### config.mk
export PLATFORM = sky130hd
export DESIGN_NAME = ecp_isqrt
export DESIGN_NICKNAME = d
export VERILOG_FILES = /design/src/rtl/core/ecp_pkg.sv /design/src/rtl/core/ecp_isqrt.sv
export SDC_FILE = /design/constraint.sdc
export NUM_CORES = 2
export LEC_CHECK = 0
export BUFFER_PORTS_ARGS = -buffer_cell sky130_fd_sc_hd__buf_2
export CORE_MARGIN = 2
export CORE_UTILIZATION = 49
export DETAILED_ROUTE_END_ITERATION = 7
export PLACE_DENSITY = 0.7
export SYNTH_ARGS = -nofsm -noshare
export SYNTH_HDL_FRONTEND = slang
export SYNTH_SLANG_ARGS = --single-unit
### constraint.sdc
create_clock -name clk -period 3.3 [get_ports clk]
set_input_delay 0.165 -clock clk [delete_from_list [all_inputs] [get_ports clk]]
set_output_delay 0.165 -clock clk [all_outputs]
set_load 0.005 [all_outputs]
### src/rtl/core/ecp_pkg.sv
// shared widths and the per-pair payload type for the disc pair collision block
// no dependencies; used by every module under rtl/core
`default_nettype none
package ecp_pkg;

	localparam int DATA_W    = 32;
	localparam int MASS_W    = 16;
	localparam int RS_W      = 24;
	localparam int MAG_W     = 24;
	localparam int D2_W      = 48;
	localparam int ROOT_W    = 24;
	localparam int DOT_W     = 59;
	localparam int DOT_MAG_W = 58;
	localparam int DOT_LO_W  = 32;

	// push divider: overlap times offset over twice the distance
	localparam int PQ_NUM_W = 48;
	localparam int PQ_DEN_W = 25;
	// projection divider: dot times offset over squared distance
	localparam int VQ_NUM_W = 82;
	localparam int VQ_DEN_W = 48;
	localparam int VQ_Q_W   = 34;
	// mass weighting divider
	localparam int MQ_NUM_W = 52;
	localparam int MQ_DEN_W = 17;
	localparam int MQ_Q_W   = 35;

	typedef struct packed {
		logic              hit;
		logic              zero;
		logic [DATA_W-1:0] apx;
		logic [DATA_W-1:0] apy;
		logic [DATA_W-1:0] avx;
		logic [DATA_W-1:0] avy;
		logic [DATA_W-1:0] bpx;
		logic [DATA_W-1:0] bpy;
		logic [DATA_W-1:0] bvx;
		logic [DATA_W-1:0] bvy;
		logic [RS_W-1:0]   rs;
		logic [MASS_W-1:0] ma;
		logic [MASS_W-1:0] mb;
	} side_t;

endpackage
`default_nettype wire

### src/rtl/core/ecp_isqrt.sv
// pipelined integer square root, one root bit per stage, floor result
// width defaults from ecp_pkg
`default_nettype none
module ecp_isqrt #(
	parameter int ROOT_W = ecp_pkg::ROOT_W
) (
	input  wire logic                clk,
	input  wire logic                en,
	input  wire logic [2*ROOT_W-1:0] rad,
	output logic      [ROOT_W-1:0]   root
);

	logic [ROOT_W+1:0]   rem_s  [ROOT_W];
	logic [ROOT_W-1:0]   root_s [ROOT_W];
	logic [2*ROOT_W-1:0] work_s [ROOT_W];

	for (genvar k = 0; k < ROOT_W; k++) begin : g_step
		logic [ROOT_W+1:0]   rem_in;
		logic [ROOT_W-1:0]   root_in;
		logic [2*ROOT_W-1:0] work_in;
		logic [ROOT_W+3:0]   acc;
		logic [ROOT_W+3:0]   trial;
		logic [ROOT_W+3:0]   sub;
		logic                take;

		if (k == 0) begin : g_first
			assign rem_in  = '0;
			assign root_in = '0;
			assign work_in = rad;
		end else begin : g_next
			assign rem_in  = rem_s[k-1];
			assign root_in = root_s[k-1];
			assign work_in = work_s[k-1];
		end

		// bring down the next bit pair, try 4*root+1
		assign acc   = {rem_in, work_in[2*ROOT_W-1 -: 2]};
		assign trial = {2'b00, root_in, 2'b01};
		assign sub   = acc - trial;
		assign take  = acc >= trial;

		always_ff @(posedge clk) begin
			if (en) begin
				rem_s[k]  <= take ? sub[ROOT_W+1:0] : acc[ROOT_W+1:0];
				root_s[k] <= {root_in[ROOT_W-2:0], take};
				work_s[k] <= {work_in[2*ROOT_W-3:0], 2'b00};
			end
		end
	end

	assign root = root_s[ROOT_W-1];

endmodule
`default_nettype wire

==> impl_metrics.ini <==
[outcome]
outcome = complete, no violations

[placement]
gp_congestion = 0.913
dp.cells = 6811
dp_hpwl_um = 80300
io_buffers = 73

[final_layout]
fin_cells = 7139
nets = 5645
drive_gt1_share_pct = 10.7
areaGrowthSynthToFinish_pct = 14.2

[synth]
ys_ff_latch = 1415
yosys.area.top_type = edfxtp_1
yosys-top-cells-area = edfxtp_1 65%, ha_1 6.2%, xnor2_1 3.4%
synth_warnings = 0
postSynthCellCount = 4935
yosysUniqueCellTypes = 80
avgSynthCellArea_um2 = 13.2
synth-edff-count = 1415
synth_commonest_cells = 1415 x edfxtp_1, 413 x inv_1, 326 x ha_1, 316 x a21oi_1, 312 x nor2_1
synthArstFlopShare_pct = 0
yosysSeqAreaShare_pct = 65.1
yosysMostFrequentCell = edfxtp_1
syn-num-nets = 5311
yosysTopAreaCellShare_pct = 65.1
mappedNetlistArea_um2 = 65300
ys.flop_type = edfxtp_1

[detailed_routing]
dr.max_layer_used = met4
met3WireLength_um = 5060
drt-wirelength-per-cell_um = 16.2
ant_nets = 0
drtIter0Drc = 2888
wl_met2_um = 56800
wl_um = 115000
wirelength_met1_um = 49500
first_pass_iters = 5
vias = 38434
vias_per_cell = 5.38
drcViolationCount = 0

[clocking]
clk_latency_ns = 0.77
cts-htree-levels = 4
cts_root_buf = clkbuf_16
ctsLongestPathBuffers = 3
cts_tree = yes
cts_sinks = 1415
clkTransAtPathRegs_ns = 0.06
cts_made_buffers = 149

[floorplanning]
core_um2 = 132000
num_rows = 133
dieArea_um2 = 136000
die_w_um = 369
dieHeight_um = 369
pin_count = 74
start_util_pct = 49.5

[timing]
worst_pin_slew_ns = 0.740
final-max-slew-violation-count = 0
rsz0062_at_grt = yes
maxSlewHeadroom_pct = 50.6
hold_violations = 0
fin_crit_sh_pct = 97.2
fin_crit_ns = 3.21
fin_worst_skew_ns = 0.0328
max_freq_mhz = 312
setup_violations = 0
finalSetupTns_ns = 0

[power_and_ir_drop]
leakage_nw = 28.8
powerDensity_nw_per_um2 = 643
max-vdd-ir-drop_mv = 0.574

[setup_path]
startpoint_type = register
end_kind = register
critPathRequiredTime_ns = 3.79
reg2reg_slack_ns = 0.09
path_class = reg -> reg
worstPathArrival_ns = 3.70
critPathMaxFanout = 7

[global_route]
grt_overflow = 0
grt_pass1_vias = 37454
antenna_found_initial = 0
gr-usage-all-layers_pct = 16.7
grt_pass1_wl_um = 186000
grt_max_degree = 103

[flow_run]
maxCapViolations = 0

[worst_hold_path]
hp-class = in -> reg
==> placed cells by master (no fill, tap or decap), types with 52 or more instances in the layout <==
cell       instances
edfxtp_1        1415
inv_1            412
ha_1             321
a21oi_1          314
nor2_1           312
nand2_1          281
xnor2_1          252
xor2_1           202
o21ai_0          197
clkbuf_16        152
nor3_1           121
a21o_1           113
buf_4            111
nand3_1           76
buf_2             72
o21a_1            64
nand2b_1          62
nand4_1           62
nor4_1            56
or3_1             55
nor2b_1           52
mux2_2            52
==> where the power goes <==
group | internal [W] | switching [W] | total, W
clock network | 0.00897 | 0.00687 | 0.0158
registers | 0.0224 | 0.00128 | 0.0237
logic | 0.00381 | 0.00454 | 0.00835
total | 0.0352 | 0.0127 | 0.0479
==> worst max-delay path, stage by stage, from the launching register on <==
cell	delay, ns
edfxtp_1	0.41
ha_1	0.26
a211oi_2	0.30
nor2_1	0.12
o311a_4	0.39
nor3b_4	0.25
o21ai_2	0.10
a21oi_2	0.18
a21oi_2	0.06
or3_4	0.41
buf_6	0.17
mux2_4	0.29
==> layer usage <==
metal | up-vias | GRT usage [%]
met2 | 898 | 28.6
met3 | 266 | 2.90
met5 | - | 0
met4 | 0 | 6.91
li1 | 18905 | -
met1 | 18365 | 21.0
==> logic make-up (layout without fill, tap and decap cells) <==
group / Yosys count / count (layout) / synth area share [%]
AOI/OAI and AO/OA: 914 / 914 / 8.67
other: 1 / 2 / 0.00575
xor gates and xnor gates: 454 / 454 / 6.09
DFF: 1415 / 1415 / 65.1
adders and majority gates: 326 / 326 / 6.25
and+or+nand+nor: 1248 / 1248 / 9.63
muxes: 78 / 78 / 1.32
buffers and inverters: 499 / 947 / 2.93
==> flip-flops by register name, indices dropped and copies added, names as in the netlist <==
signal / flops
root_s: 300
work_s: 552
rem_s: 563
==> timing repair <==
item	in CTS	in global routing
endpoints found under the hold margin	131	0
hold buffers	50	0
setup buffers	0	10
endpoints found under the setup margin	43	124
cloned	0	2
gates resized for setup	12	58
pin swaps	0	12
==> path summary, 6_finish.rpt <==
kind	from	endpoint	cells after the start
hold reg to reg	work_s[0][252]	work_s[0][300]	0
setup / recovery	rem_s[2][132]	rem_s[2][179]	11
hold / removal	rad[36]	work_s[0][36]	2
setup reg to reg	rem_s[2][132]	rem_s[2][179]	11
==> final cells by class <==
cell class	instances	area, um2
Antenna cell	1	2.50
Multi-Input combinational cell	3021	21200
Inverter	415	1560
Clock buffer	192	3910
Clock inverter	73	764
Tap cell	1755	2200
Fill cell	10482	57300
Sequential cell	1415	42500
Timing Repair Buffer	267	2370
==> stage by stage <==
stage | power, W | utilization (%) | hold WS (ns) | worst slack (ns) | instance area [um2]
2_1_floorplan | 0.0295 | - | 0.264 | 0.138 | 65300
3_3_place_gp | 0.0318 | 52.3 | 0.343 | -0.524 | 68900
3_5_place_dp | 0.0320 | 52.3 | 0.343 | -0.566 | 68900
4_1_cts | 0.0481 | 56.2 | 0.0257 | 0.00149 | 74100
5_1_grt | 0.0502 | 56.5 | 0.0491 | -0.0545 | 74500
6_report | 0.0479 | 56.5 | 0.0859 | 0.0911 | 74500
Power figures use the tool's default switching activity.
